--- src/rtl/pwc_pkg.sv ---
// Shared types, constants and helpers of the PID unit with integral clamp.
`default_nettype none
package pwc_pkg;

  localparam int MulSteps = 32;
  localparam int DivSteps = 80;

  localparam logic [31:0] MsPerSec = 32'd1000;

  localparam logic [1:0] STAT_FIRST   = 2'd0;
  localparam logic [1:0] STAT_SHORT   = 2'd1;
  localparam logic [1:0] STAT_COMPUTE = 2'd2;
  localparam logic [1:0] STAT_RESTART = 2'd3;

  localparam logic [2:0] REG_PROP   = 3'd0;
  localparam logic [2:0] REG_INT    = 3'd1;
  localparam logic [2:0] REG_DERIV  = 3'd2;
  localparam logic [2:0] REG_LOW    = 3'd3;
  localparam logic [2:0] REG_HIGH   = 3'd4;

  typedef enum logic [3:0] {
    ST_IDLE,
    ST_PROD,
    ST_MSTART,
    ST_IMUL,
    ST_ISTART,
    ST_IDIV,
    ST_DSTART,
    ST_DDIV,
    ST_FIN1,
    ST_FIN2,
    ST_DONE
  } pwc_state_t;

  typedef struct packed {
    logic start;
  } pwc_unit_ctl_t;

  typedef struct packed {
    logic busy;
    logic done;
  } pwc_unit_st_t;

  // low limit tested first, then high; limits are integers, values Q.16
  function automatic logic signed [31:0] clamp_q16(input logic signed [61:0] x,
                                                   input logic signed [15:0] lo,
                                                   input logic signed [15:0] hi);
    logic signed [61:0] lo_w;
    logic signed [61:0] hi_w;
    lo_w = {{30{lo[15]}}, lo, 16'h0000};
    hi_w = {{30{hi[15]}}, hi, 16'h0000};
    if (x < lo_w) begin
      clamp_q16 = {lo, 16'h0000};
    end else if (x > hi_w) begin
      clamp_q16 = {hi, 16'h0000};
    end else begin
      clamp_q16 = x[31:0];
    end
  endfunction

endpackage
`default_nettype wire

--- src/rtl/pwc_serial_div.sv ---
// Restoring divider, one quotient bit per cycle.
`default_nettype none
module pwc_serial_div (
  input  wire logic                   clk,
  input  wire logic                   rst_n,
  input  wire pwc_pkg::pwc_unit_ctl_t ctl,
  input  wire logic [79:0]            dividend,
  input  wire logic [31:0]            divisor,
  output pwc_pkg::pwc_unit_st_t       st,
  output logic [79:0]                 quot
);

  logic [79:0] dvd_r;
  logic [79:0] quot_r;
  logic [31:0] dvs_r;
  logic [31:0] rem_r;
  logic [6:0]  cnt_r;
  logic        busy_r;
  logic        done_r;
  logic [32:0] trial_nxt;
  logic        ge_nxt;
  logic [32:0] diff_nxt;

  assign trial_nxt = {rem_r, dvd_r[79]};
  assign ge_nxt    = trial_nxt >= {1'b0, dvs_r};
  assign diff_nxt  = trial_nxt - {1'b0, dvs_r};

  always_ff @(posedge clk) begin
    if (!rst_n) begin
      busy_r <= 1'b0;
      done_r <= 1'b0;
      cnt_r  <= '0;
    end else begin
      done_r <= 1'b0;
      if (ctl.start) begin
        busy_r <= 1'b1;
        cnt_r  <= '0;
      end else if (busy_r) begin
        cnt_r <= cnt_r + 7'd1;
        if (cnt_r == 7'(pwc_pkg::DivSteps - 1)) begin
          busy_r <= 1'b0;
          done_r <= 1'b1;
        end
      end
    end
  end

  always_ff @(posedge clk) begin
    if (ctl.start) begin
      dvd_r  <= dividend;
      dvs_r  <= divisor;
      rem_r  <= '0;
      quot_r <= '0;
    end else if (busy_r) begin
      dvd_r  <= {dvd_r[78:0], 1'b0};
      rem_r  <= ge_nxt ? diff_nxt[31:0] : trial_nxt[31:0];
      quot_r <= {quot_r[78:0], ge_nxt};
    end
  end

  assign st.busy = busy_r;
  assign st.done = done_r;
  assign quot    = quot_r;

endmodule
`default_nettype wire

--- config.mk ---
export PLATFORM = sky130hd
export DESIGN_NAME = pwc_serial_div
export DESIGN_NICKNAME = d
export VERILOG_FILES = /design/src/rtl/pwc_pkg.sv /design/src/rtl/pwc_serial_div.sv
export SDC_FILE = /design/constraint.sdc
export NUM_CORES = 1
export LEC_CHECK = 0
export BUFFER_PORTS_ARGS = -buffer_cell sky130_fd_sc_hd__buf_2
export CORE_UTILIZATION = 30
export CTS_BUF_LIST = sky130_fd_sc_hd__clkbuf_2
export DETAILED_ROUTE_END_ITERATION = 16
export MAX_ROUTING_LAYER = met4
export PLACE_DENSITY_LB_ADDON = 0.05
export SYNTH_ARGS = -nofsm -noshare
export SYNTH_HDL_FRONTEND = slang
export SYNTH_SLANG_ARGS = --single-unit
--- constraint.sdc ---
create_clock -name clk -period 9.4 [get_ports clk]
set_input_delay 1.88 -clock clk [delete_from_list [all_inputs] [get_ports clk]]
set_output_delay 1.88 -clock clk [all_outputs]
set_load 0.005 [all_outputs]
==> flow_summary.toml <==
[sta]
max_freq_mhz = 248
clock_skew_ps = 68.8
hold_viol_final = 0
max_slew.worst_pin.slew_ps = 1130
slew_violations = 0
min_period_over_period_pct = 42.9
finalWorstSetupSlack_ps = 5370
max-slew-margin-rel_pct = 24.7
grt_setup_unrepaired = "no"
fin_crit_ps = 4030
setup_violations = 0
tns_ps = 0
hold_ws_ps = 482

[critical_path]
path_delay_family = "flip-flops"
r2r_cells = 9
cp_cell_sequence = "buf_2"
r2r-start = "dvs_r[11]"
cp_max_fo = 76
critPathBufInv = 1
r2r-end = "rem_r[5]"
cp_num_cells = 1
worstSetupPathType = "flip-flop to output port"
cp-start-kind = "flip-flop"
slowest_delay_ps = 990
endpoint = "st[1]"
arrival_ps = 2150
cp-startpoint = "busy_r"
crit_slowest_cell = "dfxtp_4"
reg2reg_setup_slack_ps = 6100
critPathRequiredTime_ps = 7520
worstSetupEndpointType = "output port"

[route]
drc = 0
firstDrtPassIters = 4
ant_nets = 0
drt_wl_total_um = 26000
viasPerCell = 4.52
vias = 7714
drtIter0Drc = 374
drt-wirelength-per-cell_um = 15.3

[cells_and_area]
final_area_sq_mm = 0.0129
final_common_cell = "buf_2"
nets = 1318
nFillCells = 3712
layout-drive-gt1-share_pct = 32.9
area_growth_pct = 18.7
layout_common_cells = "195 x buf_2, 139 x nor2_1, 120 x dfxtp_1"
multiInputGateArea_sq_mm = 0.00461
seq_area_sq_mm = 0.00579

[outcome]
outcome = "finished, final reports clean"

[yosys]
netlist_instances = 951
ys_ff_latch = 233
muxShareOfSynthArea_pct = 18.0
synth_top_area_share_pct = 31.1
synth_area_leaders = "edfxtp_1 31%, dfxtp_1 22%, mux2i_1 9.7%"
synth-simple-area-share_pct = 9.23
ys_types = 61
synth_top_family_by_area = "multiplexers"
synth_fa_ha_area_share_pct = 4.00
ys.flop_type = "dfxtp_1"
netlist_area_sq_mm = 0.0108
yosys_warnings = 0
async_flop_share_pct = 0
synth_compound_area_share_pct = 8.75
synthXorXnorAreaFrac_pct = 2.59
synth_edf_count = 112
syn_avg_cell_area_sq_um = 11.4
yosysSeqAreaShare_pct = 53.4
synth_nets = 1100
synth.largest_area_cell = "edfxtp_1"

[place]
post-place-ws_ps = 5130
port_buffers = 196
place_hpwl_um = 17100
dpl_cell_area_sq_mm = 0.0122
gp_congestion = 0.783

[clocking]
path_clk_slew_ps = 100
cts_tree = "built"
cts_made_buffers = 71
clock_latency_ps = 910
cts_root_buf = "clkbuf_2"
ctsHoldBuffers = 0
cts.htree.levels = 3
post-cts-setup-buffers = 0
cts_resized = 0
clock_path_buffers = 3
cts.sinks = 233

[global_routing]
grt_pass1_vias = 7638
grt_pass1_wl_um = 40200
grt_overflow = 0
grt_use_total_pct = 14.5
grt_max_degree = 96
antenna_found_initial = 16

[power_and_ir_drop]
power_mw = 2.23
power.density_mw_per_mm2 = 174
p_leak_nw = 5.66
ir_drop_v = 0.000135

[floorplan]
die_area_sq_mm = 0.0369
core_sq_mm = 0.0356
ios = 197
start_util_pct = 30.4
dieWidth_um = 192
die_h_um = 192
std_cell_rows = 69

[flow_run]
cap_violations = 0

[min_path]
min_path_cells = 2
worst_hold_path_type = "flip-flop to flip-flop"
## worst register-to-register path, stage by stage (launching register included)
cell and delay, ps:
edfxtp_1 330, inv_1 40, ha_1 440, nand4_1 210, o221ai_1 180, a21oi_1 320
a31o_1 280, o21a_2 910, mux2i_1 320, a211oi_1 100
## flip-flops by register name, summed over array words and instances (netlist names)
signal,cells
dvs_r,32
busy_r,1
dvd_r,80
cnt_r,7
rem_r,32
done_r,1
quot,80
## worst min-delay path by stage
| stage | start | end | slack (ps) |
|---|---|---|---|
| finish | rem_r[26] | rem_r[26] | 480 |
| global route | quot[66] | quot[67] | 510 |
| CTS | quot[4] | quot[5] | 480 |
| detailed placement | rem_r[26] | rem_r[26] | 470 |
| global placement | rem_r[26] | rem_r[26] | 470 |
| floorplan | rem_r[1] | rem_r[1] | 440 |
## cell usage after synthesis, types with 3 or more instances
cell / instances
nand2b_1: 6
buf_4: 4
nand2_1: 31
nor2_1: 139
a211oi_1: 24
nor3_1: 7
o21a_1: 4
a311oi_1: 4
a31oi_1: 4
o31ai_1: 4
mux2_2: 80
inv_1: 43
dfxtp_1: 121
buf_6: 3
nand3_1: 14
o21ai_1: 3
a21o_1: 9
and3_1: 5
nor2b_1: 3
a21oi_1: 34
o21ai_0: 25
buf_2: 8
nor4_1: 4
o21bai_1: 3
mux2i_1: 105
xor2_1: 7
o211ai_1: 7
clkbuf_1: 31
xnor2_1: 25
ha_1: 33
buf_1: 8
nand4_1: 8
edfxtp_1: 112
## logic make-up after synthesis
kind of cell,Yosys count
AOI/OAI and AO/OA,140
DFF,233
muxes,185
and+or+nand+nor,229
buffers and inverters,98
adders and majority gates,34
xor gates and xnor gates,32
## power by group
group          total [mW]  switching (mW)  internal [mW]  leakage (nW)
logic               0.287           0.155          0.132          3.07
clock network       0.787           0.463          0.324         0.487
registers            1.16          0.0282           1.13          2.10
## layer usage
metal / track usage, % / up-vias / share of wire, % / wire length, um
met4: 6.24 / 0 / 2.7 / 705
met2: 20.5 / 203 / 43 / 11200
li1: - / 3919 / - / -
met5: - / - / 0 / 0
met3: 6.89 / 62 / 9.0 / 2340
met1: 17.4 / 3530 / 45 / 11800
## through the flow
stage	cells	utilization [%]
after floorplan	951	-
after global placement	1557	34.2
after detailed placement	1557	34.2
after CTS	1685	36.0
after global routing	1702	36.1
final	1705	36.1
## cell type report
cell class                      count  area share [%]
Multi-Input combinational cell    620            35.9
Clock buffer                      104            4.05
Tap cell                          461            4.49
Inverter                           43            1.27
Sequential cell                   233            45.0
Clock inverter                     24           0.964
Antenna cell                       20           0.389
Timing Repair Buffer              200            7.93
Power figures use the tool's default switching activity.
