$ cat src/rtl/pwc_pkg.sv
// Shared types, constants and helpers of the PID unit with integral clamp.
`default_nettype none
package pwc_pkg;

  localparam int MulSteps = 32;
  localparam int DivSteps = 80;

  localparam logic [31:0] MsPerSec = 32'd1000;

  localparam logic [1:0] STAT_FIRST   = 2'd0;
  localparam logic [1:0] STAT_SHORT   = 2'd1;
  localparam logic [1:0] STAT_COMPUTE = 2'd2;
  localparam logic [1:0] STAT_RESTART = 2'd3;

  localparam logic [2:0] REG_PROP   = 3'd0;
  localparam logic [2:0] REG_INT    = 3'd1;
  localparam logic [2:0] REG_DERIV  = 3'd2;
  localparam logic [2:0] REG_LOW    = 3'd3;
  localparam logic [2:0] REG_HIGH   = 3'd4;

  typedef enum logic [3:0] {
    ST_IDLE,
    ST_PROD,
    ST_MSTART,
    ST_IMUL,
    ST_ISTART,
    ST_IDIV,
    ST_DSTART,
    ST_DDIV,
    ST_FIN1,
    ST_FIN2,
    ST_DONE
  } pwc_state_t;

  typedef struct packed {
    logic start;
  } pwc_unit_ctl_t;

  typedef struct packed {
    logic busy;
    logic done;
  } pwc_unit_st_t;

  // low limit tested first, then high; limits are integers, values Q.16
  function automatic logic signed [31:0] clamp_q16(input logic signed [61:0] x,
                                                   input logic signed [15:0] lo,
                                                   input logic signed [15:0] hi);
    logic signed [61:0] lo_w;
    logic signed [61:0] hi_w;
    lo_w = {{30{lo[15]}}, lo, 16'h0000};
    hi_w = {{30{hi[15]}}, hi, 16'h0000};
    if (x < lo_w) begin
      clamp_q16 = {lo, 16'h0000};
    end else if (x > hi_w) begin
      clamp_q16 = {hi, 16'h0000};
    end else begin
      clamp_q16 = x[31:0];
    end
  endfunction

endpackage
`default_nettype wire

$ cat src/rtl/pwc_serial_mul.sv
// Radix-2 shift-add multiplier, one multiplier bit per cycle.
`default_nettype none
module pwc_serial_mul (
  input  wire logic                 clk,
  input  wire logic                 rst_n,
  input  wire pwc_pkg::pwc_unit_ctl_t ctl,
  input  wire logic [47:0]          a,
  input  wire logic [31:0]          b,
  output pwc_pkg::pwc_unit_st_t     st,
  output logic [79:0]               prod
);

  logic [79:0] acc_r;
  logic [47:0] a_r;
  logic [4:0]  cnt_r;
  logic        busy_r;
  logic        done_r;
  logic [48:0] sum_nxt;

  assign sum_nxt = {1'b0, acc_r[79:32]} + (acc_r[0] ? {1'b0, a_r} : 49'd0);

  always_ff @(posedge clk) begin
    if (!rst_n) begin
      busy_r <= 1'b0;
      done_r <= 1'b0;
      cnt_r  <= '0;
    end else begin
      done_r <= 1'b0;
      if (ctl.start) begin
        busy_r <= 1'b1;
        cnt_r  <= '0;
      end else if (busy_r) begin
        cnt_r <= cnt_r + 5'd1;
        if (cnt_r == 5'(pwc_pkg::MulSteps - 1)) begin
          busy_r <= 1'b0;
          done_r <= 1'b1;
        end
      end
    end
  end

  always_ff @(posedge clk) begin
    if (ctl.start) begin
      a_r   <= a;
      acc_r <= {48'd0, b};
    end else if (busy_r) begin
      acc_r <= {sum_nxt, acc_r[31:1]};
    end
  end

  assign st.busy = busy_r;
  assign st.done = done_r;
  assign prod    = acc_r;

endmodule
`default_nettype wire

$ cat config.mk
export PLATFORM = sky130hd
export DESIGN_NAME = pwc_serial_mul
export DESIGN_NICKNAME = d
export VERILOG_FILES = /design/src/rtl/pwc_pkg.sv /design/src/rtl/pwc_serial_mul.sv
export SDC_FILE = /design/constraint.sdc
export NUM_CORES = 1
export LEC_CHECK = 0
export BUFFER_PORTS_ARGS = -buffer_cell sky130_fd_sc_hd__buf_2
export CAP_MARGIN = 15
export CORE_ASPECT_RATIO = 0.75
export CORE_UTILIZATION = 48
export CTS_CLUSTER_SIZE = 30
export DETAILED_ROUTE_END_ITERATION = 10
export PLACE_DENSITY = 0.76
export RECOVER_POWER = 50
export SLEW_MARGIN = 20
export SYNTH_ARGS = -nofsm -noshare
export SYNTH_HDL_FRONTEND = slang
export SYNTH_SLANG_ARGS = --single-unit
$ cat constraint.sdc
create_clock -name clk -period 3.7 [get_ports clk]
set_input_delay 0.37 -clock clk [delete_from_list [all_inputs] [get_ports clk]]
set_output_delay 0.37 -clock clk [all_outputs]
set_load 0.1 [all_outputs]
==> run summary, run 1 <==
Net count after synthesis - 878
Period minus WS final - 3.31 ns
Global-route wire length before repair - 30.1 mm
Max Fanout on Critical Path - 22
Ys Warns - 0
Layout area overhead - 21.5%
Top Ports - 165
1st-iter DRT viols - 521
CTS tree - built
Post-synthesis sequential area ratio - 0.459
# rows - 39
Type of the worst setup path - register to register
Clock slew seen by the registers of the worst setup and hold paths - 0.07 ns
Final WL - 18.3 mm
Diodes inserted - 0
R2R setup slack - 0.39 ns
Synthesized instance count - 744
Worst-skew pair later-pin latency - 0.43 ns
Max-cap viol count - 1
Pin slew with the least headroom to its limit - 2.45 ns
Predominant post-synthesis flop cell - edfxtp_1
Post-synth ARST share - 0
Gr ovfl total - 0
Post-synth EDFFs - 80
Worst r2r src - prod[0]
Crit end category - register
Register Area - 3500 um^2
Core footprint - 15,400 um^2
Vias post-DR - 6,159
Compound-Gate Fraction of Synth Area - 0.158
Post-synthesis mux area share - 0.0788
Hold_buf cts - 0
Final Skew - 0.0114 ns
Total Power - 5070 uW
Total CTS buffers - 17
Drt via density - 5.50
Clock sink count - 135
Critical-path top delay cell - o21ai_0
CP required - 3.98 ns
Largest family of logic cells by synthesized area - compound AO/OA/AOI/OAI gates
Setup crit start kind - register
Initial antenna violation count - 0
Fin Hold WS - 0.115 ns
Hold Path End - a_r[27]
Setup Viol. Count Final - 0
R2R Path End - prod[64]
Max clock buf depth - 2
Yosys cell types - 57
IO buf count - 164
Total track usage - 0.234
Clock tree root buffer cell - clkbuf_16
Starting Density - 0.496
Gpl congestion - 0.919
WL per Instance - 16.3 um
Hold path start - a[27]
Post-Synth Simple-Gate Area - 0.143
Cts repair resizes - 0
Synthesized flop and latch total - 135
Critical-path cell list - buf_4 > and2_1 > ha_1 > o211ai_1 > o21ai_0 > nand3_1 > a31oi_1 > a21o_1 > nand3_1 > o31ai_1 > xnor2_1 > o22ai_1
Hold Path Stages - 1
Crit path DAT - 3.59 ns
Mapped Area - 7630 um^2
Die ar. - 16,400 um^2
Leak Pwr - 0.00402 uW
Xor/xnor share of the synthesized area - 0.0517
Post-CTS Setup Inserts - 0
Avg Cell Area, Syn - 10.3 um^2
Die W - 148 um
Hpwl dp - 13.3 mm
PD cells - 548 nW/um^2
Die Ht - 111 um
H-tree depth - 4
Worst Reg2Reg Path Length in Cells - 12
Fin. Hold Viols - 0
Largest stage delay, worst path - 0.45 ns
VDD IR max - 0.345 mV
Post-synthesis adder-cell area fraction - 0.0847
Failing checks - max-capacitance violations, max-slew violations
First-pass iteration count of the detailed router - 6
RSZ-0062 raised after global routing - false
DRC - 0
Class of the worst hold path - input port to register
Antenna Nets Post-Route - 0
Nets - 1,036
Final worst-path cycle share - 0.894
Share of layout cells above drive strength 1 - 0.244
Max-slew violations - 51
Fillers - 1,266
Footprint of the multi-input gates - 3960 um^2
Vias in the first global route - 5,863
Max Fclk - 302 MHz
Status - complete, but fails checks
Pin count of the biggest net entering global routing - 51
Slew margin rel. - -0.630
Cell mode on critical path - nand3_1
-- through the flow --
stage / instances / area [um^2] / worst slack [ns] / setup TNS (ns) / utilization
after floorplan: 744 / 7670 / -0.0372 / -0.0382 / -
after global placement: 1088 / 8660 / 0.483 / 0 / 0.563
after detailed placement: 1088 / 8660 / 0.412 / 0 / 0.563
after CTS: 1120 / 9310 / 0.389 / 0 / 0.606
after global routing: 1120 / 9270 / 0.0873 / 0 / 0.603
final: 1120 / 9270 / 0.391 / 0 / 0.603
-- worst max-delay path, delay by kind of cell, from the launching register on --
family | cells | cell delay [ns]
compound gates | 6 | 1.63
flops | 1 | 0.38
xor+xnor | 1 | 0.15
simple gates | 3 | 0.40
buf+inv | 1 | 0.21
fa+ha+maj | 1 | 0.38
-- cell usage in the layout (no fill, tap or decap), drive strengths merged, types with 14 or more instances in the layout --
master,synthesis,routed
a21o,22,22
a21oi,62,62
and2,49,49
buf,10,142
clkbuf,22,47
dfxtp,55,55
edfxtp,80,80
ha,50,50
inv,17,20
mux2,32,32
mux2i,24,24
nand2,54,54
nand3,14,14
nor2,59,59
o21ai,45,45
xnor2,28,28
xor2,17,17
-- synthesized netlist by cell type, types with 4 or more instances --
master    count  area share
o21ai_0      41       0.027
mux2_2       32       0.047
nor2b_1       5      0.0041
nor3_1       11      0.0072
nand2b_1      5      0.0041
buf_1         6      0.0030
nor2_1       59       0.029
a211oi_1      6      0.0059
o21bai_1     12       0.012
a21oi_1      60       0.039
xnor2_1      28       0.032
o21ai_1       4      0.0026
edfxtp_1     80        0.32
ha_1         50       0.082
o211ai_1      5      0.0049
xor2_1       17       0.020
clkbuf_1     22       0.011
dfxtp_1      55        0.14
nand3_1      14      0.0092
inv_1        17      0.0084
nand2_1      54       0.027
o31ai_1       5      0.0049
mux2i_1      24       0.032
a21o_1       22       0.022
nand4_1      12      0.0098
and2_1       49       0.040
-- kinds of logic after synthesis --
| group | count (synthesis) |
|---|---|
| and+or+nand+nor | 222 |
| AOI/OAI and AO/OA | 186 |
| DFF | 135 |
| muxes | 56 |
| adders and majority gates | 51 |
| buffers and inverters | 49 |
| xor gates and xnor gates | 45 |
-- power by group --
| part | switching [uW] | internal, uW |
|---|---|---|
| Clock | 681 | 1200 |
| Sequential | 84.2 | 1730 |
| Combinational | 1020 | 348 |
-- how the worst max path moves through the flow --
stage	cells after the start	endpoint	start	slack (ns)
6_report	12	prod[64]	prod[0]	0.39
2_1_floorplan	14	prod[77]	prod[0]	-0.04
4_1_cts	12	prod[77]	prod[0]	0.39
3_5_place_dp	12	prod[77]	prod[0]	0.41
5_1_grt	3	prod[7]	ctl	0.09
3_3_place_gp	11	prod[77]	prod[0]	0.48
-- registers in the layout, summed over array words and instances, names as in the netlist --
register	flops
prod	80
a_r	48
cnt_r	5
done_r	1
busy_r	1
-- cell type report --
cell class,instances,share of cell area
inverter,17,0.00689
clock inverter,14,0.0239
clock buffer,18,0.0463
sequential,135,0.378
tap,205,0.0277
multi-input combinational,560,0.427
timing repair buffer,171,0.0900
-- metal layers --
layer	routed length, um	track usage	up-vias
li1	-	-	3037
met1	8690	0.331	2855
met2	7800	0.345	250
met3	1600	0.0687	17
met4	216	0.0680	0
met5	0	0	-
Note: power is estimated with default switching activity, not from simulation.
==> run 2, diff against run 1 <==
==> constraint.sdc (replaced) <==
create_clock -name clk -period 3.2 [get_ports clk]
set_input_delay 0.32 -clock clk [delete_from_list [all_inputs] [get_ports clk]]
set_output_delay 0.32 -clock clk [all_outputs]
set_load 0.1 [all_outputs]
==> run summary, run 2 (synthesis results as in run 1) <==
Clock tree root buffer cell - clkbuf_16 (unchanged)
Hold_buf cts - 0 (unchanged)
H-tree depth - 4 (unchanged)
IO buf count - 164 (unchanged)
Vias post-DR - 6,432 (was 6,159)
Clock sink count - 135 (unchanged)
TNS Setup - -0.0401 ns (was 0 ns)
Pin slew with the least headroom to its limit - 2.22 ns (was 2.45 ns)
Worst-skew pair later-pin latency - 0.44 ns (was 0.43 ns)
Power share of the clock group - 0.329 (was 0.371)
Diodes inserted - 0 (unchanged)
Starting Density - 0.496 (unchanged)
Max Fclk - 310 MHz (was 302 MHz)
Drt via density - 5.55 (was 5.50)
Type of the worst setup path - register to register (unchanged)
Final WL - 19.4 mm (was 18.3 mm)
CP required - 3.53 ns (was 3.98 ns)
Layout area overhead - 27.9% (was 21.5%)
Final std cells w/o fill - 1,159 (was 1,120)
Die Ht - 111 um (unchanged)
Fin. Hold Viols - 0 (unchanged)
Hpwl dp - 13.7 mm (was 13.3 mm)
Final worst-path cycle share - 1.01 (was 0.894)
Leak Pwr - 0.00425 uW (was 0.00402 uW)
RSZ-0062 raised after global routing - true (was false)
1st-iter DRT viols - 493 (was 521)
Initial antenna violation count - 0 (unchanged)
Worst setup margin - -0.0278 ns (was 0.391 ns)
Max reg flops - 80 (unchanged)
Max Fanout on Critical Path - 13 (was 22)
Max clock buf depth - 2 (unchanged)
Sequential power share - 0.365 (was 0.358)
Gpl congestion - 0.898 (was 0.919)
Period minus WS final - 3.23 ns (was 3.31 ns)
Die W - 148 um (unchanged)
Pin count of the biggest net entering global routing - 59 (was 51)
Final Skew - 0.0111 ns (was 0.0114 ns)
PD cells - 591 nW/um^2 (was 548 nW/um^2)
Gr ovfl total - 0 (unchanged)
Status - complete, but fails checks (unchanged)
WL per Instance - 16.8 um (was 16.3 um)
VDD IR max - 0.398 mV (was 0.345 mV)
Global-route wire length before repair - 30.1 mm (about the same)
Total track usage - 0.236 (was 0.234)
Most common cell after layout, fill and taps aside - buf_2 (unchanged)
Clock slew seen by the registers of the worst setup and hold paths - 0.07 ns (about the same)
Crit path DAT - 3.56 ns (was 3.59 ns)
Setup crit start kind - register (unchanged)
Slew margin rel. - -0.481 (was -0.630)
Nets - 1,075 (was 1,036)
Failing checks - max-capacitance violations, max-slew violations, negative setup slack (was max-capacitance violations, max-slew violations)
Share of layout cells above drive strength 1 - 0.332 (was 0.244)
Vias in the first global route - 6,070 (was 5,863)
Most frequent cells in the layout - 162 x buf_2, 80 x edfxtp_1, 58 x nor2_1 (was 137 x buf_2, 80 x edfxtp_1, 60 x a21oi_1)
Antenna Nets Post-Route - 0 (unchanged)
DP Cell Count - 1,123 (was 1,088)
Combinational fraction of design power - 0.305 (was 0.270)
First-pass iteration count of the detailed router - 6 (unchanged)
Class of the worst hold path - input port to register (unchanged)
Crit end category - register (unchanged)
Net Sw Frac - 0.374 (was 0.353)
# rows - 39 (unchanged)
DRC - 0 (unchanged)
CTS tree - built (unchanged)
Sw power - 2160 uW (was 1790 uW)
Die ar. - 16,400 um^2 (unchanged)
Total CTS buffers - 17 (unchanged)
Setup Viol. Count Final - 3 (was 0)
Max-slew violations - 37 (was 51)
Core footprint - 15,400 um^2 (unchanged)
Final Util - 0.634 (was 0.603)
Cell internal pwr - 3610 uW (was 3290 uW)
Top Ports - 165 (unchanged)
Max-cap viol count - 1 (unchanged)
[run 2: changes by cell type in the layout (fill, tap and decap cells not counted), moves of 3 or more]
cell,previous run,this run
inv_6,3,6
o21ai_0,41,30
buf_2,137,162
buf_4,5,40
a21oi_2,2,6
a21oi_1,60,55
ha_2,0,3
bufinv_16,5,1
ha_1,49,37
clkbuf_1,28,2
ha_4,1,10
o21ai_1,4,13
[run 2: timing repair]
action	CTS	global route
buffers inserted	0	3
gates resized for setup	0	38
endpoints found under the setup margin	0	16
[run 2: final cells by class]
| cell class | instances | area (um^2) |
|---|---|---|
| Multi-Input combinational cell | 560 | 4160 |
| Inverter | 17 | 63.8 |
| Timing Repair Buffer | 210 | 1190 |
| Tap cell | 205 | 256 |
| Sequential cell | 135 | 3500 |
| Clock inverter | 15 | 144 |
| Clock buffer | 17 | 425 |
| Fill cell | 1239 | 5620 |
[run 2: path summary, 6_finish.rpt]
kind / cells past startpoint / slack, ns / startpoint / to
setup reg to reg: 13 / -0.03 / prod[0] / prod[77]
hold / removal: 1 / 0.05 / a[35] / a_r[35]
hold reg to reg: 2 / 0.48 / prod[63] / prod[63]
setup / recovery: 13 / -0.03 / prod[0] / prod[77]
[run 2: worst max-delay path, stage by stage, from the launching register on]
cell and delay, ns:
edfxtp_1 0.38, buf_4 0.17, buf_12 0.14, and2_1 0.18, ha_4 0.31, nand2_1 0.08, o211ai_2 0.23, and4_4 0.30
nor3_4 0.07, or3b_4 0.43, a211oi_4 0.29, o211ai_1 0.15, a21o_1 0.18, a32o_1 0.23
[run 2: power groups by stage]
stage	clock network (uW)	logic [uW]	registers [uW]
floorplan	0	629	2780
global placement	0	1660	2130
detailed placement	0	1680	2130
CTS	1920	1690	2100
global route	2000	1860	2120
finish	1900	1760	2110
[run 2: through the flow]
stage	total power (uW)	cell area [um^2]	worst slack, ns	hold WS [ns]
floorplan	3410	7690	-0.537	0.419
global placement	3800	8960	0.0652	0.457
detailed placement	3810	8960	0.0110	0.469
CTS	5710	9530	0.00625	0.0420
global route	5980	9750	-0.147	0.0382
finish	5760	9750	-0.0278	0.0540
[run 2: metal layers]
| metal | part of all wire | routed length, um | global-route usage |
|---|---|---|---|
| met1 | 0.47 | 9110 | 0.332 |
| met5 | 0 | 0 | 0 |
| met2 | 0.43 | 8260 | 0.347 |
| met3 | 0.087 | 1680 | 0.0634 |
| met4 | 0.019 | 372 | 0.0818 |
